**src/rtl/core/urlqd_pkg.sv**
```systemverilog
// Shared types, codes and character helpers for the URL query percent decoder.
package urlqd_pkg;

  typedef enum logic [2:0] {
    PH_PATH       = 3'd0,
    PH_PATH_DONE  = 3'd1,
    PH_PARAM_DONE = 3'd2,
    PH_NAME       = 3'd3,
    PH_VALUE      = 3'd4
  } phase_t;

  localparam logic [1:0] DEST_PATH  = 2'd0;
  localparam logic [1:0] DEST_NAME  = 2'd1;
  localparam logic [1:0] DEST_VALUE = 2'd2;

  localparam logic [1:0] ESC_IDLE  = 2'd0;
  localparam logic [1:0] ESC_FIRST = 2'd1;
  localparam logic [1:0] ESC_LAST  = 2'd2;

  localparam logic [7:0] CHR_QUERY   = 8'h3f;
  localparam logic [7:0] CHR_AMP     = 8'h26;
  localparam logic [7:0] CHR_EQUALS  = 8'h3d;
  localparam logic [7:0] CHR_PERCENT = 8'h25;
  localparam logic [7:0] CHR_PLUS    = 8'h2b;
  localparam logic [7:0] CHR_SPACE   = 8'h20;
  localparam logic [7:0] CHR_NUL     = 8'h00;

  typedef struct packed {
    logic       operation;
    logic [7:0] in_char;
    logic       param_present;
  } in_item_t;

  typedef struct packed {
    logic       char_valid;
    logic [7:0] out_char;
    logic [1:0] destination;
    logic [2:0] parser_state;
  } out_item_t;

  function automatic logic [7:0] lower_ascii(input logic [7:0] c);
    logic [7:0] r;
    r = c;
    if (c >= 8'h41 && c <= 8'h5a) begin
      r = c + 8'h20;
    end
    return r;
  endfunction

  function automatic logic [3:0] hex_digit(input logic [7:0] c);
    logic [3:0] r;
    r = 4'd0;
    if (c >= 8'h30 && c <= 8'h39) begin
      r = 4'(c - 8'h30);
    end else if (c >= 8'h61 && c <= 8'h66) begin
      r = 4'(c - 8'h57);
    end else if (c >= 8'h41 && c <= 8'h46) begin
      r = 4'(c - 8'h37);
    end
    return r;
  endfunction

endpackage

```
**src/rtl/core/url_query_percent_decoder.sv**
```systemverilog
// Top level of the URL query percent decoder with its two-entry result buffer.
//
// The decoder takes one URL byte or an end mark per item and returns exactly one result per
// item, one item per clock when the output side keeps up. The parse phase, the escape digit
// count and the partial escape value are updated in the cycle the item is accepted, and the
// result is registered in an output register. A second result register catches a result
// while the first is stalled, so in_stall rises only once both hold an item; it is a register
// and so does not follow out_stall in the same cycle.
module url_query_percent_decoder (
  input  logic                 clk,
  input  logic                 rst_n,
  input  logic                 in_valid,
  output logic                 in_stall,
  input  urlqd_pkg::in_item_t  in_data,
  output logic                 out_valid,
  input  logic                 out_stall,
  output urlqd_pkg::out_item_t out_data
);

  urlqd_pkg::phase_t    phase_r, phase_nxt;
  logic [1:0]           esc_cnt_r, esc_cnt_nxt;
  logic [7:0]           esc_val_r, esc_val_nxt;
  urlqd_pkg::out_item_t res;
  urlqd_pkg::out_item_t out_r, skid_r;
  logic                 out_valid_r, skid_valid_r;
  logic                 accept, out_take, out_free;
  logic                 valid;
  logic [7:0]           ch;
  logic [1:0]           dest;
  logic [3:0]           digit;
  logic [7:0]           esc_byte;
  logic [7:0]           c;

  assign in_stall  = skid_valid_r;
  assign out_valid = out_valid_r;
  assign out_data  = out_r;
  assign accept    = in_valid && !skid_valid_r;
  assign out_take  = out_valid_r && !out_stall;
  assign out_free  = out_take || !out_valid_r;

  assign c        = in_data.in_char;
  assign digit    = urlqd_pkg::hex_digit(c);
  assign esc_byte = {esc_val_r[3:0], digit};

  always_comb begin
    phase_nxt   = phase_r;
    esc_cnt_nxt = esc_cnt_r;
    esc_val_nxt = esc_val_r;
    valid       = 1'b0;
    ch          = 8'd0;
    dest        = urlqd_pkg::DEST_PATH;
    if (in_data.operation) begin
      unique case (phase_r)
        urlqd_pkg::PH_PATH: phase_nxt = urlqd_pkg::PH_PATH_DONE;
        urlqd_pkg::PH_NAME, urlqd_pkg::PH_VALUE: phase_nxt = urlqd_pkg::PH_PARAM_DONE;
        default: ;
      endcase
    end else if (c != urlqd_pkg::CHR_NUL) begin
      unique case (phase_r)
        urlqd_pkg::PH_PATH: begin
          if (c == urlqd_pkg::CHR_QUERY) begin
            phase_nxt = urlqd_pkg::PH_PATH_DONE;
          end else begin
            valid = 1'b1;
            ch    = urlqd_pkg::lower_ascii(c);
          end
        end
        urlqd_pkg::PH_PATH_DONE, urlqd_pkg::PH_PARAM_DONE, urlqd_pkg::PH_NAME,
        urlqd_pkg::PH_VALUE: begin
          if (c == urlqd_pkg::CHR_AMP) begin
            phase_nxt   = urlqd_pkg::PH_PARAM_DONE;
            esc_cnt_nxt = urlqd_pkg::ESC_IDLE;
          end else if (c == urlqd_pkg::CHR_EQUALS && phase_r != urlqd_pkg::PH_VALUE) begin
            phase_nxt   = urlqd_pkg::PH_VALUE;
            esc_cnt_nxt = urlqd_pkg::ESC_IDLE;
          end else if (c == urlqd_pkg::CHR_PERCENT) begin
            esc_cnt_nxt = urlqd_pkg::ESC_FIRST;
            esc_val_nxt = 8'd0;
          end else if (in_data.param_present) begin
            if (esc_cnt_r != urlqd_pkg::ESC_IDLE) begin
              esc_val_nxt = esc_byte;
              if (esc_cnt_r == urlqd_pkg::ESC_LAST) begin
                esc_cnt_nxt = urlqd_pkg::ESC_IDLE;
                valid       = 1'b1;
                ch          = esc_byte;
              end else begin
                esc_cnt_nxt = esc_cnt_r + 2'd1;
              end
            end else begin
              valid = 1'b1;
              if (c == urlqd_pkg::CHR_PLUS) begin
                ch = urlqd_pkg::CHR_SPACE;
              end else if (phase_r == urlqd_pkg::PH_VALUE) begin
                ch = c;
              end else begin
                ch = urlqd_pkg::lower_ascii(c);
              end
            end
            if (phase_r == urlqd_pkg::PH_VALUE) begin
              dest = urlqd_pkg::DEST_VALUE;
            end else begin
              dest      = urlqd_pkg::DEST_NAME;
              phase_nxt = urlqd_pkg::PH_NAME;
            end
          end
        end
        default: ;
      endcase
    end
    res.char_valid   = valid;
    res.out_char     = valid ? ch : 8'd0;
    res.destination  = valid ? dest : urlqd_pkg::DEST_PATH;
    res.parser_state = phase_nxt;
  end

  always_ff @(posedge clk) begin
    if (!rst_n) begin
      phase_r      <= urlqd_pkg::PH_PATH;
      esc_cnt_r    <= urlqd_pkg::ESC_IDLE;
      esc_val_r    <= 8'd0;
      out_valid_r  <= 1'b0;
      skid_valid_r <= 1'b0;
    end else begin
      if (accept) begin
        phase_r   <= phase_nxt;
        esc_cnt_r <= esc_cnt_nxt;
        esc_val_r <= esc_val_nxt;
      end
      if (out_free) begin
        if (skid_valid_r) begin
          out_r        <= skid_r;
          out_valid_r  <= 1'b1;
          skid_valid_r <= 1'b0;
        end else if (accept) begin
          out_r       <= res;
          out_valid_r <= 1'b1;
        end else begin
          out_valid_r <= 1'b0;
        end
      end else if (accept) begin
        skid_r       <= res;
        skid_valid_r <= 1'b1;
      end
    end
  end

  a_skid_needs_out: assert property (@(posedge clk) disable iff (!rst_n)
    skid_valid_r |-> out_valid_r)
    else $error("Second result register holds an item while the first is empty.");

  a_esc_cnt_range: assert property (@(posedge clk) disable iff (!rst_n)
    esc_cnt_r != 2'd3)
    else $error("Escape digit count has reached an impossible value.");

  a_accept_gives_result: assert property (@(posedge clk) disable iff (!rst_n)
    accept |=> out_valid_r)
    else $error("An accepted item left no result in the output register.");

  a_idle_result_clear: assert property (@(posedge clk) disable iff (!rst_n)
    (out_valid_r && !out_r.char_valid) |->
      (out_r.out_char == 8'd0 && out_r.destination == urlqd_pkg::DEST_PATH))
    else $error("A result without a byte carries a byte or a destination.");

  a_held_result_stable: assert property (@(posedge clk) disable iff (!rst_n)
    (out_valid_r && out_stall && skid_valid_r) |=> (skid_valid_r && $stable(skid_r)))
    else $error("The buffered result changed while both registers were full.");

endmodule
```
**config.mk**
```make
export PLATFORM = sky130hd
export DESIGN_NAME = url_query_percent_decoder
export DESIGN_NICKNAME = d
export VERILOG_FILES = /design/src/rtl/core/urlqd_pkg.sv /design/src/rtl/core/url_query_percent_decoder.sv
export SDC_FILE = /design/constraint.sdc
export NUM_CORES = 1
export LEC_CHECK = 0
export BUFFER_PORTS_ARGS = -buffer_cell sky130_fd_sc_hd__buf_2
export CORE_MARGIN = 4
export CORE_UTILIZATION = 42
export DETAILED_ROUTE_END_ITERATION = 8
export HOLD_SLACK_MARGIN = 0.02
export PLACE_DENSITY = 0.63
export SYNTH_ARGS = -nofsm -noshare
export SYNTH_HDL_FRONTEND = slang
export SYNTH_SLANG_ARGS = --single-unit
```
**constraint.sdc**
```tcl
create_clock -name clk -period 3.6 [get_ports clk]
set_input_delay 0.72 -clock clk [delete_from_list [all_inputs] [get_ports clk]]
set_output_delay 0.72 -clock clk [all_outputs]
set_load 0.1 [all_outputs]
```
==> reports/metrics.cfg, run 1 <==
[run_status]
status=completed

[hold_path]
whs_path_depth=2
holdCritStartpoint=esc_val_r[2]
hp-class=reg2reg
hold_end=esc_val_r[2]

[clocking]
clk_latency_ns=0.28
cts_resized=0
path_clk_slew_ns=0.08
cts.sinks=39
cts_max_level=2
postCtsSetupRepairBufs=0
clock_path_buffers=2
cts_hold_buf=0
cts_tree=yes
cts_made_buffers=5
root_buffer=clkbuf_8

[setup_path]
r2r_end=out_data[5]
r2r_slack_ns=0.96
critical_path.max_fanout=9
cp.arrival_ns=2.91
end_kind=register
required_ns=3.64
cp-start-kind=primary input
critPathKind=in2reg
reg2reg_from=phase_r[2]
rr_worst_depth=5

[sta]
worst_pin_slew_ns=0.788
finalSetupViolCount=0
drv_slew=0
finClkSkew_ns=0.00850
max_freq_ghz=0.348
rsz0062_at_grt=false
slew_headroom=0.472
hold_viol=0
min_period_ns=2.87
finalCritPeriodShare=0.798
final.setup.tns_ns=0

[route]
viasPerCell=5.81
first_iter_violations=117
wl_per_cell_um=16.2
vias=2173
antenna_left=0
drc=0
finalWirelength_um=6060
drt_pass1_iterations=4

[placement]
io_buffers=29
routabilityCongestion=0.898
hpwl_um=4620
dp.cells=366

[global_routing]
grt_use_met2=0.273
gr-max-usage-layer=met2
grt_max_degree=23
use_met3=0.0266
grt_pass1_wl_um=10600
gr-total-overflow=0
grtUsageTotal=0.177
grt_antenna_before_repair=0
met1_usage=0.253
grt_pass1_vias=2104

[yosys]
synth_seq_cells=39
async_flop_share=0
syn_avg_cell_area_sq_um=9.33
synth-edff-count=28
yosysSeqAreaShare=0.408
yosys.cell_types.count=67
syn_area_sq_um=2600
ys_warn_count=0
synthCells=279
synthFlopType=edfxtp_1
synth_nets=299

[pwr]
switching_power_mw=0.329
leakage_nw=1.09
p_clk_frac=0.324
power_density_nw_per_um2=382
swShare=0.300
ir_worst_vdd_mv=0.216
power_frac_seq=0.462
internal_power_mw=0.770
pwr-share-comb=0.214

[layout]
final_nets=318
n_antenna_cell=0
final_layout_size_suffix_gt1_frac=0.204
stdcell_count=374
mostFrequentLayoutCells=29 x nor2_1, 29 x buf_2, 28 x edfxtp_1
syn2layout_area_growth_pct=10.5

[die]
die_h_um=86.7
start_util=0.437
die_area_sq_um=7520
rows=28
core_area_sq_um=5960
fp.dieW_um=86.7
ioPinCount=30

[run]
drv_cap=0

## worst max-delay path, cell delays in order
cell,delay [ns]
buf_2,0.15
inv_1,0.11
ha_1,0.17
or3b_1,0.39
a22o_1,0.22
o21a_1,0.29
o21ai_2,0.32
inv_2,0.10
and3_4,0.18
mux2_2,0.25
## power groups by stage
stage	clock [mW]	sequential, mW	combinational, mW
2_1_floorplan	0	0.582	0.122
3_3_place_gp	0	0.517	0.234
3_5_place_dp	0	0.518	0.234
4_1_cts	0.365	0.507	0.235
5_1_grt	0.389	0.509	0.257
6_report	0.356	0.507	0.236
## area by class of cell
class,count,area (sq um)
fillers,584,3080
inverters,11,41.3
flip-flops and latches,39,1060
multi-input cells,210,1410
well taps,75,93.8
clock buffers,5,68.8
repair buffers,31,160
clock inverters,3,43.8
## Yosys cell counts (3+ instances only)
library cell   n  area share
o211ai_1       5       0.014
a41oi_1        4       0.013
o21ai_0       17       0.033
a22o_1         4       0.013
dfxtp_1       11       0.085
nor3_1         8       0.015
o211a_1        4       0.015
edfxtp_1      28        0.32
nand2_1       18       0.026
a21oi_1       18       0.035
clkbuf_1      12       0.017
buf_2          3      0.0058
inv_1          9       0.013
and2_1         3      0.0072
nor3b_1        3      0.0087
a22oi_1        5       0.014
nand2b_1       4      0.0096
buf_6          3       0.013
a31oi_1        5       0.012
nor2_1        29       0.042
nor2b_1        9       0.022
mux2_2         7       0.030
a21o_1         6       0.017
nand3_1        7       0.013
ha_1           6       0.029
## sequential cells by signal, indices dropped and copies added, names as in the netlist
| name | flops |
|---|---|
| esc_val_r | 4 |
| in_stall | 1 |
| out_valid | 1 |
| skid_r | 14 |
| out_data | 14 |
| esc_cnt_r | 2 |
| phase_r | 3 |
## per-stage QoR
step	hold WS [ns]	utilization	instance area (sq um)	worst slack (ns)	power (mW)
finish	0.472	0.483	2880	0.728	1.10
global route	0.503	0.483	2880	0.611	1.15
CTS	0.479	0.483	2880	0.737	1.11
detailed placement	0.470	0.464	2760	0.429	0.752
global placement	0.448	0.464	2760	0.510	0.751
floorplan	0.431	-	2600	0.707	0.704
## worst max-delay path by stage
stage	startpoint	endpoint	cells after the start
global route	in_data[1]	out_data[4]	10
floorplan	in_data[2]	out_data[12]	9
detailed placement	in_data[1]	out_data[4]	10
CTS	in_data[1]	out_data[4]	10
global placement	in_data[2]	out_data[12]	9
finish	in_data[1]	out_data[4]	10
## metal layers
| metal | part of all wire | vias to the layer above | wire length (um) |
|---|---|---|---|
| met4 | 0.0091 | 0 | 55 |
| li1 | - | 1098 | - |
| met1 | 0.49 | 1007 | 2960 |
| met2 | 0.46 | 64 | 2760 |
| met3 | 0.048 | 4 | 291 |
| met5 | 0 | - | 0 |
## logic make-up after synthesis
family                     count (synthesis)  share of synthesized area
and+or+nand+nor                          103                      0.221
AOI/OAI and AO/OA                         91                      0.248
DFF                                       39                      0.408
buffers and inverters                     30                     0.0534
muxes                                      9                     0.0380
adders and majority gates                  6                     0.0288
xor gates and xnor gates                   1                    0.00337
Note: power is estimated with default switching activity, not from simulation.
==> inputs of run 2 (changes only) <==
--- a/config.mk
+++ b/config.mk
@@ -10,7 +10,7 @@
 export CORE_UTILIZATION = 42
 export DETAILED_ROUTE_END_ITERATION = 8
 export HOLD_SLACK_MARGIN = 0.02
-export PLACE_DENSITY = 0.63
+export PLACE_DENSITY = 0.65
 export SYNTH_ARGS = -nofsm -noshare
 export SYNTH_HDL_FRONTEND = slang
 export SYNTH_SLANG_ARGS = --single-unit
==> constraint.sdc (replaced) <==
create_clock -name clk -period 2.4 [get_ports clk]
set_input_delay 0.48 -clock clk [delete_from_list [all_inputs] [get_ports clk]]
set_output_delay 0.48 -clock clk [all_outputs]
set_load 0.1 [all_outputs]
==> run 2 against run 1 <==
  * Combinational power up 86%
  * Wire length up 15%
  * Power up 67%
  * Clock power up 81%
  * Non-clock buffer count up 56
  * Critical path type unchanged
  * Sequential share of layout area down 5.3 points
==> reports/metrics.cfg, run 2 (same netlist as run 1, synthesis figures left out) <==
[setup_path]
required_ns=2.45
worst-path-buf-inv=2
critPathKind=in2reg
cp.arrival_ns=2.42
path_cells=buf_2 -> inv_1 -> ha_1 -> or4b_4 -> o31a_1 -> o2111ai_1 -> a211oi_1 -> a32o_2 -> mux2_2
crit_slowest_cell=or4b_4
critPathTopFamily=compound AO/OA/AOI/OAI gates
critical_path.max_fanout=3
cp-start-kind=primary input
end_kind=register
cpPeakStageDelay_ns=0.49

[layout]
final_layout_size_suffix_gt1_frac=0.349
layout_commonest_cell=buf_4
syn2layout_area_growth_pct=29.2
mostFrequentLayoutCells=58 x buf_4, 29 x buf_2, 28 x nor2_1, 28 x edfxtp_1, 18 x nand2_1
n_antenna_cell=0
post-route-util=0.564
final_nets=374

[placement]
routabilityCongestion=0.871
hpwl_um=5440
io_buffers=29

[sta]
slew_headroom=0.690
finClkSkew_ns=0.00947
worst_pin_slew_ns=0.453
finalCritPeriodShare=0.988
hold_viol=0
drv_slew=0
holdWs_ns=0.464
finalSetupViolCount=0
max_freq_ghz=0.422
min_period_ns=2.37
rsz0062_at_grt=true

[clocking]
postCtsSetupRepairBufs=0
cts_resized=0
clock_path_buffers=2
root_buffer=clkbuf_8
cts_tree=yes
cts.sinks=39
cts_hold_buf=0
path_clk_slew_ns=0.08
cts_made_buffers=5
cts_max_level=2
clk_latency_ns=0.29

[die]
fp.dieW_um=86.7
ioPinCount=30
start_util=0.437
die_h_um=86.7
die_area_sq_um=7520
core_area_sq_um=5960
rows=28

[pwr]
leakage_nw=1.38
ir_worst_vdd_mv=0.319
power_density_nw_per_um2=547

[hold_path]
hp-class=reg2reg

[global_routing]
grt_pass1_vias=2381
gr-total-overflow=0
grt_antenna_before_repair=0
grt_max_degree=22
grtUsageTotal=0.195
grt_pass1_wl_um=11700

[route]
viasPerCell=5.81
antenna_left=0
finalWirelength_um=7000
drc=0
first_iter_violations=175
vias=2497
wl_per_cell_um=16.3
drt_pass1_iterations=4

[run_status]
status=completed

[run]
drv_cap=0

## run 2: worst paths after layout
kind | endpoint | start | slack [ns] | cells after the start
worst min-delay path | esc_val_r[2] | esc_val_r[2] | 0.46 | 2
worst min register to register | esc_val_r[2] | esc_val_r[2] | 0.46 | 2
worst max-delay path | out_data[12] | in_data[2] | 0.03 | 9
worst max register to register | out_data[11] | phase_r[2] | 0.15 | 7
## run 2: worst register-to-register path: stages (launching register included)
cell and delay [ns]:
dfxtp_1 0.38, or3b_1 0.39, a21oi_1 0.27, buf_4 0.16, o21ai_1 0.12, or3_1 0.36
o21ai_0 0.26, a22o_1 0.17
## run 2: final cells by class
class	count	area, sq um
Multi-Input combinational cell	210	1450
Clock buffer	6	72.6
Fill cell	556	2590
Clock inverter	2	60.1
Tap cell	75	93.8
Inverter	11	46.3
Sequential cell	39	1060
Timing Repair Buffer	87	581
## run 2: metrics by stage
step	power (mW)	TNS [ns]	worst slack [ns]	std cells	cell area (sq um)
3_3_place_gp	1.19	-4.26	-0.233	422	3210
4_1_cts	1.84	0	0.0397	430	3340
5_1_grt	1.91	-0.0323	-0.0192	430	3360
2_1_floorplan	1.06	-3.46	-0.228	279	2640
6_report	1.84	0	0.0287	430	3360
3_5_place_dp	1.20	-5.41	-0.271	422	3210
## run 2: power breakdown
part	switching (mW)	leakage, nW	internal, mW
clock	0.230	0.0654	0.416
sequential	0.00524	0.353	0.748
combinational	0.287	0.966	0.152
total	0.522	1.38	1.32
## run 2: layer usage
| layer | up-vias | global-route usage | share of wire |
|---|---|---|---|
| li1 | 1214 | - | - |
| met3 | 14 | 0.0181 | 0.045 |
| met5 | - | 0 | 0 |
| met4 | 0 | 0.0737 | 0.022 |
| met2 | 85 | 0.313 | 0.45 |
| met1 | 1184 | 0.273 | 0.48 |
